**src/stlr_pkg.sv**
```systemverilog
// ----------------------------------------------------------------------------
// stlr_pkg
// Shared types and constants of the servo ramp unit: item kinds, register
// indexes, divider sizes, controller states and the command/status words.
// ----------------------------------------------------------------------------
package stlr_pkg;

    // Item kinds
    typedef enum logic [1:0] {
        KIND_TICK  = 2'd0,
        KIND_SPEED = 2'd1,
        KIND_TIMED = 2'd2,
        KIND_WRITE = 2'd3
    } stlr_kind_t;

    // Configuration register indexes
    localparam int          CFG_IDX_W     = 2;
    localparam int          CFG_DATA_W    = 16;
    localparam logic [1:0]  REG_MIN_PULSE = 2'd0;
    localparam logic [1:0]  REG_MAX_PULSE = 2'd1;
    localparam logic [1:0]  REG_SPEED     = 2'd2;

    // Reset values
    localparam logic [11:0]        MIN_PULSE_RST = 12'd544;
    localparam logic [11:0]        MAX_PULSE_RST = 12'd2400;
    localparam logic [15:0]        SPEED_RST     = 16'd1000;
    localparam logic signed [15:0] PULSE_RST     = 16'sd1500;

    // Angle and output limits
    localparam logic [7:0]         DEG_MAX   = 8'd180;
    localparam logic signed [15:0] PULSE_HI  = 16'sh7FFF;
    localparam logic signed [15:0] PULSE_LO  = -16'sh8000;

    // Reciprocal of the degree range: x / 180 = (x * MAP_RECIP) >> MAP_SHIFT,
    // exact for every x below 2^MAP_X_W
    localparam int          MAP_X_W   = 20;
    localparam int          RECIP_W   = 21;
    localparam logic [20:0] MAP_RECIP = 21'd1491309;
    localparam int          MAP_SHIFT = 28;

    // Serial divider sizes
    localparam int DIVIDEND_W = 48;
    localparam int DIVISOR_W  = 16;
    localparam int QUOT_W     = 18;
    localparam int CNT_W      = $clog2(QUOT_W + 1);

    // Operation that the shared multiplier and divider serve
    typedef enum logic [1:0] {
        OP_MAP   = 2'd0,
        OP_SPEED = 2'd1,
        OP_EVAL  = 2'd2
    } stlr_op_t;

    // Controller states
    typedef enum logic [3:0] {
        S_IDLE,
        S_MAP1,
        S_MAP1_WAIT,
        S_SPEED,
        S_SPEED_WAIT,
        S_MAP2,
        S_MAP2_WAIT,
        S_COMMIT,
        S_EVAL,
        S_EVAL_WAIT,
        S_WRITE,
        S_OUT
    } stlr_state_t;

    // Controller to datapath
    typedef struct packed {
        logic     load_item;
        logic     prep;
        logic     div_start;
        logic     post;
        stlr_op_t op;
        logic     t_clear;
        logic     commit;
        logic     finish;
        logic     write_pos;
        logic     load_out;
    } stlr_cmd_t;

    // Datapath to controller
    typedef struct packed {
        stlr_kind_t kind;
        logic       map_need;
        logic       span_zero;
        logic       same_target;
        logic       eval_finish;
        logic       div_busy;
        logic       div_done;
        logic       out_free;
    } stlr_sts_t;

endpackage

```
**src/stlr_if.sv**
```systemverilog
// ----------------------------------------------------------------------------
// stlr_if
// Valid/ready channels of the servo ramp unit: input items, result words and
// configuration writes.
// ----------------------------------------------------------------------------
interface stlr_item_if;
    logic               valid;
    logic               ready;
    logic [1:0]         kind;
    logic signed [15:0] position;
    logic [15:0]        duration_ms;
    logic [31:0]        time_ms;

    modport source (output valid, kind, position, duration_ms, time_ms, input ready);
    modport sink   (input valid, kind, position, duration_ms, time_ms, output ready);
endinterface

interface stlr_result_if;
    logic               valid;
    logic               ready;
    logic signed [15:0] pulse_us;
    logic               moving;

    modport source (output valid, pulse_us, moving, input ready);
    modport sink   (input valid, pulse_us, moving, output ready);
endinterface

interface stlr_cfg_if;
    import stlr_pkg::*;
    logic                  valid;
    logic                  ready;
    logic [CFG_IDX_W-1:0]  index;
    logic [CFG_DATA_W-1:0] data;

    modport source (output valid, index, data, input ready);
    modport sink   (input valid, index, data, output ready);
endinterface

```
**src/stlr_div.sv**
```systemverilog
// ----------------------------------------------------------------------------
// stlr_div
// Serial restoring divider, one quotient bit per cycle. Quotients that do not
// fit the quotient width are flagged as overflow right after the load cycle.
// ----------------------------------------------------------------------------
module stlr_div (
    input  logic                             clk,
    input  logic                             rst_n,
    input  logic                             start,
    input  logic [stlr_pkg::DIVIDEND_W-1:0]  dividend,
    input  logic [stlr_pkg::DIVISOR_W-1:0]   divisor,
    output logic                             busy,
    output logic                             done,
    output logic                             ovf,
    output logic [stlr_pkg::QUOT_W-1:0]      quo
);
    import stlr_pkg::*;

    localparam int HIGH_W = DIVIDEND_W - QUOT_W;

    logic                  load_reg, load_next;
    logic                  run_reg, run_next;
    logic [CNT_W-1:0]      cnt_reg, cnt_next;
    logic                  done_reg, done_next;
    logic                  ovf_reg, ovf_next;
    logic [DIVISOR_W-1:0]  rem_reg, rem_next;
    logic [DIVISOR_W-1:0]  dsor_reg, dsor_next;
    logic [QUOT_W-1:0]     acc_reg, acc_next;

    logic [DIVISOR_W:0]    trial;
    logic [DIVISOR_W:0]    trial_sub;
    logic                  fits;

    // Trial subtract of one step
    assign trial     = {rem_reg, acc_reg[QUOT_W-1]};
    assign fits      = trial >= {1'b0, dsor_reg};
    assign trial_sub = trial - {1'b0, dsor_reg};

    // Sequence load, iterate, finish
    always_comb
    begin
        load_next = load_reg;
        run_next  = run_reg;
        cnt_next  = cnt_reg;
        done_next = 1'b0;
        ovf_next  = ovf_reg;
        rem_next  = rem_reg;
        dsor_next = dsor_reg;
        acc_next  = acc_reg;
        if (start)
        begin
            load_next = 1'b1;
        end
        if (load_reg)
        begin
            load_next = 1'b0;
            dsor_next = divisor;
            if (dividend[DIVIDEND_W-1:QUOT_W] >= HIGH_W'(divisor))
            begin
                ovf_next  = 1'b1;
                done_next = 1'b1;
            end
            else
            begin
                ovf_next = 1'b0;
                rem_next = dividend[QUOT_W +: DIVISOR_W];
                acc_next = dividend[QUOT_W-1:0];
                run_next = 1'b1;
                cnt_next = CNT_W'(QUOT_W);
            end
        end
        if (run_reg)
        begin
            rem_next = fits ? trial_sub[DIVISOR_W-1:0] : trial[DIVISOR_W-1:0];
            acc_next = {acc_reg[QUOT_W-2:0], fits};
            cnt_next = cnt_reg - CNT_W'(1);
            if (cnt_reg == CNT_W'(1))
            begin
                run_next  = 1'b0;
                done_next = 1'b1;
            end
        end
    end

    // Control registers
    always_ff @(posedge clk or negedge rst_n)
    begin
        if (!rst_n)
        begin
            load_reg <= 1'b0;
            run_reg  <= 1'b0;
            cnt_reg  <= '0;
            done_reg <= 1'b0;
        end
        else
        begin
            load_reg <= load_next;
            run_reg  <= run_next;
            cnt_reg  <= cnt_next;
            done_reg <= done_next;
        end
    end

    // Operand and result registers
    always_ff @(posedge clk)
    begin
        ovf_reg  <= ovf_next;
        rem_reg  <= rem_next;
        dsor_reg <= dsor_next;
        acc_reg  <= acc_next;
    end

    assign busy = load_reg | run_reg;
    assign done = done_reg;
    assign ovf  = ovf_reg;
    assign quo  = acc_reg;

endmodule

```
**src/stlr_dp.sv**
```systemverilog
// ----------------------------------------------------------------------------
// stlr_dp
// Datapath of the servo ramp unit: configuration and ramp state, the shared
// multiplier and serial divider, and the output word register.
// ----------------------------------------------------------------------------
module stlr_dp (
    input  logic                             clk,
    input  logic                             rst_n,
    input  logic [1:0]                       item_kind,
    input  logic signed [15:0]               item_position,
    input  logic [15:0]                      item_duration_ms,
    input  logic [31:0]                      item_time_ms,
    input  logic                             cfg_we,
    input  logic [stlr_pkg::CFG_IDX_W-1:0]   cfg_index,
    input  logic [stlr_pkg::CFG_DATA_W-1:0]  cfg_data,
    input  stlr_pkg::stlr_cmd_t              cmd,
    output stlr_pkg::stlr_sts_t              sts,
    input  logic                             result_ready,
    output logic                             result_valid,
    output logic signed [15:0]               result_pulse_us,
    output logic                             result_moving
);
    import stlr_pkg::*;

    // Configuration and ramp state
    logic [11:0]          min_reg;
    logic [11:0]          max_reg;
    logic [15:0]          speed_reg;
    logic signed [15:0]   cur_reg;
    logic signed [15:0]   tgt_reg;
    logic signed [15:0]   start_reg;
    logic [15:0]          rdur_reg;
    logic [31:0]          rstart_reg;
    logic                 active_reg;
    logic                 out_valid_reg;

    // Item and work registers
    stlr_kind_t           kind_reg;
    logic signed [15:0]   n_reg;
    logic [15:0]          t_reg;
    logic [31:0]          now_reg;
    logic [DIVIDEND_W-1:0] prod_reg;
    logic                 sign_reg;
    logic [DIVISOR_W-1:0] dsor_reg;
    logic signed [15:0]   out_pulse_reg;
    logic                 out_moving_reg;

    logic signed [12:0]   span;
    logic signed [12:0]   span_neg;
    logic [11:0]          span_mag;
    logic [7:0]           deg;
    logic signed [16:0]   move_diff;
    logic signed [16:0]   move_neg;
    logic [15:0]          move_len;
    logic [31:0]          diff;
    logic [31:0]          diff_neg;
    logic [31:0]          emag;
    logic signed [16:0]   dd;
    logic signed [16:0]   dd_neg;
    logic [15:0]          dmag;
    logic                 eval_finish;

    logic [31:0]          mul_a;
    logic [15:0]          mul_b;
    logic [DIVIDEND_W-1:0] mul_p;
    logic                 sign_in;
    logic [DIVISOR_W-1:0] dsor_in;

    logic                 div_busy;
    logic                 div_done;
    logic                 div_ovf;
    logic [QUOT_W-1:0]    quo;

    logic [MAP_X_W+RECIP_W-1:0] map_prod;
    logic [11:0]          map_quo;
    logic signed [16:0]   map_q;
    logic signed [16:0]   map_sum;
    logic [15:0]          speed_t;
    logic signed [19:0]   qmag;
    logic signed [19:0]   qs;
    logic signed [19:0]   v;
    logic signed [15:0]   eval_res;

    // Span, angle, move length and elapsed time
    assign span     = $signed({1'b0, max_reg}) - $signed({1'b0, min_reg});
    assign span_neg = -span;
    assign span_mag = span[12] ? span_neg[11:0] : span[11:0];
    assign deg      = n_reg[15] ? 8'd0 :
                      (n_reg > $signed({8'd0, DEG_MAX})) ? DEG_MAX : n_reg[7:0];
    assign move_diff = $signed({n_reg[15], n_reg}) - $signed({cur_reg[15], cur_reg});
    assign move_neg  = -move_diff;
    assign move_len  = move_diff[16] ? move_neg[15:0] : move_diff[15:0];
    assign diff      = now_reg - rstart_reg;
    assign diff_neg  = -diff;
    assign emag      = diff[31] ? diff_neg : diff;
    assign dd        = $signed({tgt_reg[15], tgt_reg}) - $signed({start_reg[15], start_reg});
    assign dd_neg    = -dd;
    assign dmag      = dd[16] ? dd_neg[15:0] : dd[15:0];
    assign eval_finish = (rdur_reg == 16'd0) ||
                         ($signed({diff[31], diff}) >= $signed({17'd0, rdur_reg}));

    // Select operands of the shared multiplier and the divisor
    always_comb
    begin
        case (cmd.op)
            OP_MAP:
            begin
                mul_a   = {24'd0, deg};
                mul_b   = {4'd0, span_mag};
                sign_in = span[12];
                dsor_in = DIVISOR_W'(DEG_MAX);
            end
            OP_SPEED:
            begin
                mul_a   = {16'd0, speed_reg};
                mul_b   = move_len;
                sign_in = 1'b0;
                dsor_in = DIVISOR_W'(span_mag);
            end
            OP_EVAL:
            begin
                mul_a   = emag;
                mul_b   = dmag;
                sign_in = diff[31] ^ dd[16];
                dsor_in = rdur_reg;
            end
            default:
            begin
                mul_a   = '0;
                mul_b   = '0;
                sign_in = 1'b0;
                dsor_in = '0;
            end
        endcase
    end

    assign mul_p = mul_a * mul_b;

    stlr_div u_div (
        .clk      (clk),
        .rst_n    (rst_n),
        .start    (cmd.div_start),
        .dividend (prod_reg),
        .divisor  (dsor_reg),
        .busy     (div_busy),
        .done     (div_done),
        .ovf      (div_ovf),
        .quo      (quo)
    );

    // Divide the registered angle product by 180 with a reciprocal multiply
    assign map_prod = prod_reg[MAP_X_W-1:0] * MAP_RECIP;
    assign map_quo  = map_prod[MAP_SHIFT +: 12];

    // Degree mapping result: min plus signed share of the span
    assign map_q   = $signed({5'd0, map_quo});
    assign map_sum = $signed({5'd0, min_reg}) + (sign_reg ? -map_q : map_q);

    // Speed move duration, saturated
    assign speed_t = (div_ovf || (|quo[QUOT_W-1:16])) ? 16'hFFFF : quo[15:0];

    // Interpolated pulse, saturated to the output range
    assign qmag = $signed({2'b00, quo});
    assign qs   = sign_reg ? -qmag : qmag;
    assign v    = qs + $signed({{4{start_reg[15]}}, start_reg});
    always_comb
    begin
        if (div_ovf)
        begin
            eval_res = sign_reg ? PULSE_LO : PULSE_HI;
        end
        else if (v > $signed({{4{PULSE_HI[15]}}, PULSE_HI}))
        begin
            eval_res = PULSE_HI;
        end
        else if (v < $signed({{4{PULSE_LO[15]}}, PULSE_LO}))
        begin
            eval_res = PULSE_LO;
        end
        else
        begin
            eval_res = v[15:0];
        end
    end

    // Configuration, ramp state and output valid
    always_ff @(posedge clk or negedge rst_n)
    begin
        if (!rst_n)
        begin
            min_reg       <= MIN_PULSE_RST;
            max_reg       <= MAX_PULSE_RST;
            speed_reg     <= SPEED_RST;
            cur_reg       <= PULSE_RST;
            tgt_reg       <= PULSE_RST;
            start_reg     <= PULSE_RST;
            rdur_reg      <= '0;
            rstart_reg    <= '0;
            active_reg    <= 1'b0;
            out_valid_reg <= 1'b0;
        end
        else
        begin
            if (cfg_we)
            begin
                case (cfg_index)
                    REG_MIN_PULSE: min_reg   <= cfg_data[11:0];
                    REG_MAX_PULSE: max_reg   <= cfg_data[11:0];
                    REG_SPEED:     speed_reg <= cfg_data;
                    default:       ;
                endcase
            end
            if (cmd.commit)
            begin
                start_reg  <= tgt_reg;
                tgt_reg    <= n_reg;
                rdur_reg   <= t_reg;
                rstart_reg <= now_reg;
                active_reg <= 1'b1;
            end
            if (cmd.finish)
            begin
                cur_reg    <= tgt_reg;
                active_reg <= 1'b0;
            end
            if (cmd.post && (cmd.op == OP_EVAL))
            begin
                cur_reg <= eval_res;
            end
            if (cmd.write_pos)
            begin
                cur_reg    <= n_reg;
                tgt_reg    <= n_reg;
                rdur_reg   <= '0;
                active_reg <= 1'b0;
            end
            // Hold the word until the receiver takes it
            if (cmd.load_out)
            begin
                out_valid_reg <= 1'b1;
            end
            else if (result_ready)
            begin
                out_valid_reg <= 1'b0;
            end
        end
    end

    // Item capture, operands and output word
    always_ff @(posedge clk)
    begin
        if (cmd.load_item)
        begin
            kind_reg <= stlr_kind_t'(item_kind);
            n_reg    <= item_position;
            t_reg    <= item_duration_ms;
            now_reg  <= item_time_ms;
        end
        if (cmd.post && (cmd.op == OP_MAP))
        begin
            n_reg <= map_sum[15:0];
        end
        if (cmd.t_clear)
        begin
            t_reg <= '0;
        end
        if (cmd.post && (cmd.op == OP_SPEED))
        begin
            t_reg <= speed_t;
        end
        if (cmd.prep)
        begin
            prod_reg <= mul_p;
            sign_reg <= sign_in;
            dsor_reg <= dsor_in;
        end
        if (cmd.load_out)
        begin
            out_pulse_reg  <= cur_reg;
            out_moving_reg <= active_reg;
        end
    end

    // Status to the controller
    always_comb
    begin
        sts.kind        = kind_reg;
        sts.map_need    = n_reg < $signed({4'd0, min_reg});
        sts.span_zero   = (span == 13'sd0);
        sts.same_target = (n_reg == tgt_reg);
        sts.eval_finish = eval_finish;
        sts.div_busy    = div_busy;
        sts.div_done    = div_done;
        sts.out_free    = !out_valid_reg || result_ready;
    end

    assign result_valid    = out_valid_reg;
    assign result_pulse_us = out_pulse_reg;
    assign result_moving   = out_moving_reg;

endmodule

```
**src/stlr_ctrl.sv**
```systemverilog
// ----------------------------------------------------------------------------
// stlr_ctrl
// Controller of the servo ramp unit: steps one item through mapping, move
// duration, commit and interpolation, and hands the word to the output.
// ----------------------------------------------------------------------------
module stlr_ctrl (
    input  logic                 clk,
    input  logic                 rst_n,
    input  logic                 item_valid,
    output logic                 item_ready,
    output stlr_pkg::stlr_cmd_t  cmd,
    input  stlr_pkg::stlr_sts_t  sts
);
    import stlr_pkg::*;

    stlr_state_t state_reg, state_next;
    stlr_state_t after_map1;

    // Step after the first position mapping
    always_comb
    begin
        case (sts.kind)
            KIND_WRITE: after_map1 = S_WRITE;
            KIND_SPEED: after_map1 = S_SPEED;
            default:    after_map1 = S_COMMIT;
        endcase
    end

    // Next state and commands
    always_comb
    begin
        state_next = state_reg;
        cmd        = '0;
        item_ready = 1'b0;
        case (state_reg)
            S_IDLE:
            begin
                item_ready = 1'b1;
                if (item_valid)
                begin
                    cmd.load_item = 1'b1;
                    state_next    = S_MAP1;
                end
            end
            S_MAP1:
            begin
                cmd.op = OP_MAP;
                if (sts.kind == KIND_TICK)
                begin
                    state_next = S_EVAL;
                end
                else if (sts.map_need)
                begin
                    cmd.prep   = 1'b1;
                    state_next = S_MAP1_WAIT;
                end
                else
                begin
                    state_next = after_map1;
                end
            end
            S_MAP1_WAIT:
            begin
                // Take the scaled angle from the registered product
                cmd.op     = OP_MAP;
                cmd.post   = 1'b1;
                state_next = after_map1;
            end
            S_SPEED:
            begin
                cmd.op = OP_SPEED;
                if (sts.span_zero)
                begin
                    cmd.t_clear = 1'b1;
                    state_next  = S_MAP2;
                end
                else
                begin
                    cmd.prep      = 1'b1;
                    cmd.div_start = 1'b1;
                    state_next    = S_SPEED_WAIT;
                end
            end
            S_SPEED_WAIT:
            begin
                cmd.op = OP_SPEED;
                if (sts.div_done)
                begin
                    cmd.post   = 1'b1;
                    state_next = S_MAP2;
                end
            end
            S_MAP2:
            begin
                cmd.op = OP_MAP;
                if (sts.map_need)
                begin
                    cmd.prep   = 1'b1;
                    state_next = S_MAP2_WAIT;
                end
                else
                begin
                    state_next = S_COMMIT;
                end
            end
            S_MAP2_WAIT:
            begin
                cmd.op     = OP_MAP;
                cmd.post   = 1'b1;
                state_next = S_COMMIT;
            end
            S_COMMIT:
            begin
                // Drop a move to the current target without a word
                if (sts.same_target)
                begin
                    state_next = S_IDLE;
                end
                else
                begin
                    cmd.commit = 1'b1;
                    state_next = S_EVAL;
                end
            end
            S_EVAL:
            begin
                cmd.op = OP_EVAL;
                if (sts.eval_finish)
                begin
                    cmd.finish = 1'b1;
                    state_next = S_OUT;
                end
                else
                begin
                    cmd.prep      = 1'b1;
                    cmd.div_start = 1'b1;
                    state_next    = S_EVAL_WAIT;
                end
            end
            S_EVAL_WAIT:
            begin
                cmd.op = OP_EVAL;
                if (sts.div_done)
                begin
                    cmd.post   = 1'b1;
                    state_next = S_OUT;
                end
            end
            S_WRITE:
            begin
                cmd.write_pos = 1'b1;
                state_next    = S_OUT;
            end
            S_OUT:
            begin
                // Hold until the output register is free
                if (sts.out_free)
                begin
                    cmd.load_out = 1'b1;
                    state_next   = S_IDLE;
                end
            end
            default:
            begin
                state_next = S_IDLE;
            end
        endcase
    end

    // State register
    always_ff @(posedge clk or negedge rst_n)
    begin
        if (!rst_n)
        begin
            state_reg <= S_IDLE;
        end
        else
        begin
            state_reg <= state_next;
        end
    end

`ifndef NO_ASSERTIONS
    a_start_idle_div: assert property (@(posedge clk) disable iff (!rst_n)
        cmd.div_start |-> !sts.div_busy)
        else $error("divider started while busy");

    a_busy_in_wait: assert property (@(posedge clk) disable iff (!rst_n)
        sts.div_busy |-> (state_reg == S_SPEED_WAIT || state_reg == S_EVAL_WAIT))
        else $error("divider running outside a wait state");

    a_done_in_wait: assert property (@(posedge clk) disable iff (!rst_n)
        sts.div_done |-> (state_reg == S_SPEED_WAIT || state_reg == S_EVAL_WAIT))
        else $error("divider result arrived with no step waiting");

    a_one_item: assert property (@(posedge clk) disable iff (!rst_n)
        (item_valid && item_ready) |=> !item_ready)
        else $error("second item taken while one is in work");
`endif

endmodule

```
**src/servo_timed_linear_ramp_unit.sv**
```systemverilog
// ----------------------------------------------------------------------------
// servo_timed_linear_ramp_unit
// Servo pulse-width ramp generator: maps positions to microseconds and
// interpolates timed linear ramps on each tick.
// ----------------------------------------------------------------------------
// Usage:
//   item   : valid/ready input words (kind, position, duration_ms, time_ms).
//            Kind tick re-evaluates the ramp, kinds speed and timed start a
//            ramp, kind write jumps to the position.
//   result : valid/ready output words (pulse_us, moving); zero or one word
//            per item; a move to the current target gives none.
//   cfg    : valid/ready register writes, always ready; write only while idle.
// One item is in work at a time. Speed and interpolation divisions share one
// serial divider at one quotient bit a cycle; a degree mapping is a
// reciprocal multiply whose product is registered before the scaled angle is
// taken. A speed move with angle inputs runs up to two mappings and two
// divisions.
// The output register holds the word while the receiver stalls; the next item
// is accepted and worked on meanwhile, and waits to hand over its word.
// Reset loads the default pulse limits and speed, centers the servo at 1500
// and clears any ramp; the block accepts items right after reset.
// ----------------------------------------------------------------------------
module servo_timed_linear_ramp_unit (
    input  logic           clk,
    input  logic           rst_n,
    stlr_item_if.sink      item,
    stlr_result_if.source  result,
    stlr_cfg_if.sink       cfg
);
    import stlr_pkg::*;

    stlr_cmd_t cmd;
    stlr_sts_t sts;
    logic      item_ready;

    // Configuration writes are taken every cycle
    assign cfg.ready  = 1'b1;
    assign item.ready = item_ready;

    stlr_ctrl u_ctrl (
        .clk        (clk),
        .rst_n      (rst_n),
        .item_valid (item.valid),
        .item_ready (item_ready),
        .cmd        (cmd),
        .sts        (sts)
    );

    stlr_dp u_dp (
        .clk              (clk),
        .rst_n            (rst_n),
        .item_kind        (item.kind),
        .item_position    (item.position),
        .item_duration_ms (item.duration_ms),
        .item_time_ms     (item.time_ms),
        .cfg_we           (cfg.valid),
        .cfg_index        (cfg.index),
        .cfg_data         (cfg.data),
        .cmd              (cmd),
        .sts              (sts),
        .result_ready     (result.ready),
        .result_valid     (result.valid),
        .result_pulse_us  (result.pulse_us),
        .result_moving    (result.moving)
    );

endmodule
```
**src/flat_wrapper.sv**
```systemverilog
// flat-port wrapper written by rule: the top's interface ports become plain ports
module servo_timed_linear_ramp_unit_flat import stlr_pkg::*;
  (clk, rst_n, item_valid, item_kind, item_position, item_duration_ms, item_time_ms, item_ready, result_valid, result_pulse_us, result_moving, result_ready, cfg_valid, cfg_index, cfg_data, cfg_ready);
  stlr_item_if item_i ();
  stlr_result_if result_i ();
  stlr_cfg_if cfg_i ();
  input  logic clk;
  input  logic rst_n;
  input wire logic [$bits(item_i.valid)-1:0] item_valid;
  input wire logic [$bits(item_i.kind)-1:0] item_kind;
  input wire logic [$bits(item_i.position)-1:0] item_position;
  input wire logic [$bits(item_i.duration_ms)-1:0] item_duration_ms;
  input wire logic [$bits(item_i.time_ms)-1:0] item_time_ms;
  output wire logic [$bits(item_i.ready)-1:0] item_ready;
  output wire logic [$bits(result_i.valid)-1:0] result_valid;
  output wire logic [$bits(result_i.pulse_us)-1:0] result_pulse_us;
  output wire logic [$bits(result_i.moving)-1:0] result_moving;
  input wire logic [$bits(result_i.ready)-1:0] result_ready;
  input wire logic [$bits(cfg_i.valid)-1:0] cfg_valid;
  input wire logic [$bits(cfg_i.index)-1:0] cfg_index;
  input wire logic [$bits(cfg_i.data)-1:0] cfg_data;
  output wire logic [$bits(cfg_i.ready)-1:0] cfg_ready;
  assign item_i.valid = item_valid;
  assign item_i.kind = item_kind;
  assign item_i.position = item_position;
  assign item_i.duration_ms = item_duration_ms;
  assign item_i.time_ms = item_time_ms;
  assign item_ready = item_i.ready;
  assign result_valid = result_i.valid;
  assign result_pulse_us = result_i.pulse_us;
  assign result_moving = result_i.moving;
  assign result_i.ready = result_ready;
  assign cfg_i.valid = cfg_valid;
  assign cfg_i.index = cfg_index;
  assign cfg_i.data = cfg_data;
  assign cfg_ready = cfg_i.ready;
  servo_timed_linear_ramp_unit u_core (.clk(clk), .rst_n(rst_n), .item(item_i), .result(result_i), .cfg(cfg_i));
endmodule
```
**config.mk**
```make
export PLATFORM = sky130hd
export DESIGN_NAME = servo_timed_linear_ramp_unit_flat
export DESIGN_NICKNAME = d
export VERILOG_FILES = /design/src/stlr_pkg.sv /design/src/stlr_if.sv /design/src/stlr_div.sv /design/src/stlr_dp.sv /design/src/stlr_ctrl.sv /design/src/servo_timed_linear_ramp_unit.sv /design/src/flat_wrapper.sv
export SDC_FILE = /design/constraint.sdc
export NUM_CORES = 2
export LEC_CHECK = 0
export BUFFER_PORTS_ARGS = -buffer_cell sky130_fd_sc_hd__clkbuf_2
export CAP_MARGIN = 20
export CORE_ASPECT_RATIO = 1.1
export CORE_MARGIN = 8
export CORE_UTILIZATION = 40
export CTS_CLUSTER_SIZE = 16
export DETAILED_ROUTE_END_ITERATION = 16
export SLEW_MARGIN = 5
export SYNTH_ARGS = -nofsm -noshare
export SYNTH_HDL_FRONTEND = slang
export SYNTH_SLANG_ARGS = --single-unit
```
**constraint.sdc**
```tcl
create_clock -name clk -period 25.3 [get_ports clk]
set_input_delay 2.53 -clock clk [delete_from_list [all_inputs] [get_ports clk]]
set_output_delay 2.53 -clock clk [all_outputs]
set_load 0.005 [all_outputs]
```
==> metrics <==
GR Util met1 0.2803; vias in the first global route 37.44k; Max transition margin 0.2312; Worst-Skew Late Latency 0.62 ns; gpl congestion 0.9315; CTS tree done; WP depth 36; Largest register FFs between 40 and 50; endpoints failing hold 0; # rows 131; hold slack final between 0.4 and 0.5 ns; H-tree levels 2; remaining antenna violation count 0; syn nets around 6.1k; slowest stage delay, CP 0.69 ns; Yosys top cell area share 0.2351; Iteration-0 DRC Markers 2900; Starting Density 0.4014; Die Height around 370 µm; synth unique cells 92; Top Usage Layer GRT met2; Netlist Area Pre-Place 46320 µm²; register bit total from synthesis 349; WP data required 25.76 ns; top post-synthesis cells by count inv_1, fa_1, ha_1, nand2_1, o21ai_0; CP endpoint kind flip-flop; max frequency 82.38 MHz; worst r2r path cells 36; crit path max fanout 15; Setup TNS 0 ns; critical path arrival about 13 ns; Setup Skew 0.04637 ns; CTS Buf Count 43; min Tclk post-route 12.14 ns; Total Wirelength 138.7 mm; layout cell share with drive strength beyond 1 0.08330; min-delay worst type flip-flop to flip-flop; detailed-route DRC error count 0; hold depth 0; DR vias between 30k and 40k; postcts setup bufs 0; crit-path leading delay family compound AO/OA/AOI/OAI gates; post-DP HPWL 110.4 mm; GRT Resource Usage Total 0.2168; fraction of registers with async set/reset 0.4298; Post-Syn Instances 5034; I/O Buffers 107; antenna violations before repair 1; root buffer cell clkbuf_16; placed insts ~6.5k; # resized after CTS 0; grt ovf 0; outcome complete, no violations; final instance count without filler cells 6620; Yosys warnings 0; Avg Cell Area, Syn between 9 and 10 µm²; die width 340.5 µm; met3 usage 0.03301; Final setup viols 0; Yosys top cell by area fa_1; Clock Pin Slew Worst Setup and Hold Paths 0.06 ns; fill count 11.41k; Worst setup SP type flip-flop; drt wl/cell approximately 21 µm; routing usage on met2 0.3706; Setup Crit Path Kind flip-flop to flip-flop; Pre-antenna DRT Iters 6; Top Ports about 110; clk sink count 349; largest net degree at the start of global routing 99; EDFF count, synth 199; Clock Path Buffers 3; fin crit share 0.4798; measured slew at the worst slew-check pin 1.153 ns; top_reg_cell synth edfxtp_1; RSZ-0062 raised after global routing no; Max stage delay cell, worst path a32o_1; Max Cap Viol 0; # hold bufs at CTS 0; global-route wire length before repair 219.3 mm; most frequent cell after synthesis inv_1; Nets 6164; sequential share of the synthesized area 0.2109; top cells by area, synth fa_1, edfxtp_1, ha_1; Placeable Area about 120000 µm²; Layout area overhead 8.095%; WP buf/inv 6; die area between 100000 and 150000 µm²; fin. max-slew vios 0; via/cell ratio about 5.5
cells in the final DEF, fill, tap and decap left out, types with 50 or more instances in the layout:
master	Yosys	final
mux2_2	72	72
o21a_1	55	55
or3_1	50	50
nand2b_1	57	57
dfrtp_1	117	116
nor2b_1	63	63
edfxtp_1	199	199
a21o_1	91	91
fa_1	544	544
xnor2_1	163	163
o21ai_0	315	309
and2_1	78	78
nor3_1	75	72
ha_1	473	473
buf_4	3	56
nand3_1	94	94
inv_1	830	830
nand2_1	451	451
nor2_1	253	250
clkbuf_2	0	106
xor2_1	64	64
a21oi_1	219	216
through the flow:
| step | area (µm²) | setup slack (ns) | utilization |
|---|---|---|---|
| floorplan | 46320 | 15.10 | - |
| global placement | 48620 | 13.52 | 0.4213 |
| detailed placement | 48630 | 13.33 | 0.4215 |
| CTS | 50060 | 13.27 | 0.4339 |
| global route | 50070 | 12.22 | 0.4339 |
| finish | 50070 | 13.16 | 0.4339 |
cells by family (layout without fill, tap and decap cells):
| kind of cell | after synthesis | count (layout) | share of synthesized area |
|---|---|---|---|
| XOR/XNOR | 227 | 227 | 0.04292 |
| buffers and inverters | 1016 | 1072 | 0.08327 |
| other | 1 | 2 | 0.00008095 |
| AO/OA/AOI/OAI | 1025 | 1025 | 0.1406 |
| adder cells (fa/ha/maj) | 1017 | 1017 | 0.3629 |
| multiplexers | 86 | 86 | 0.02061 |
| flip-flops | 349 | 349 | 0.2109 |
| AND/OR/NAND/NOR | 1313 | 1313 | 0.1388 |
final timing paths:
path / slack, ns / start / to
max: 13.16 / u_core.u_dp.rstart_reg[1]$_DFFE_PN0P_ / u_core.u_dp.prod_reg[45]$_DFFE_PP_
min: 0.45 / u_core.u_dp.dsor_reg[15]$_DFFE_PP_ / u_core.u_dp.u_div.dsor_reg[15]$_DFFE_PP_
max reg2reg: 13.16 / u_core.u_dp.rstart_reg[1]$_DFFE_PN0P_ / u_core.u_dp.prod_reg[45]$_DFFE_PP_
min reg2reg: 0.45 / u_core.u_dp.dsor_reg[15]$_DFFE_PP_ / u_core.u_dp.u_div.dsor_reg[15]$_DFFE_PP_
max in group asynchronous: 21.80 / rst_n / u_core.u_dp.u_div.run_reg$_DFF_PN0_
min in group asynchronous: 2.00 / rst_n / u_core.u_dp.rstart_reg[16]$_DFFE_PN0P_
metal layers:
metal / up-vias / routed length [µm]
met5: - / 0
met4: 0 / 5095
met3: 257 / 8475
met2: 1112 / 67210
met1: 18230 / 57910
li1: 16950 / -
layout make-up:
class / instances / area [µm²] / share of cell area
clock buffers: 51 / 1126 / 0.02249
clock inverters: 26 / 305.3 / 0.006097
multi-input cells: 3669 / 32860 / 0.6563
diodes: 1 / 2.502 / 0.00004998
well taps: 1529 / 1913 / 0.03821
inverters: 830 / 3115 / 0.06222
flip-flops and latches: 349 / 9772 / 0.1952
repair buffers: 165 / 974.7 / 0.01947
Power is left out: the tool's default activity adds up to more than one toggle a clock period on the data nets, which glitch-free logic cannot reach.
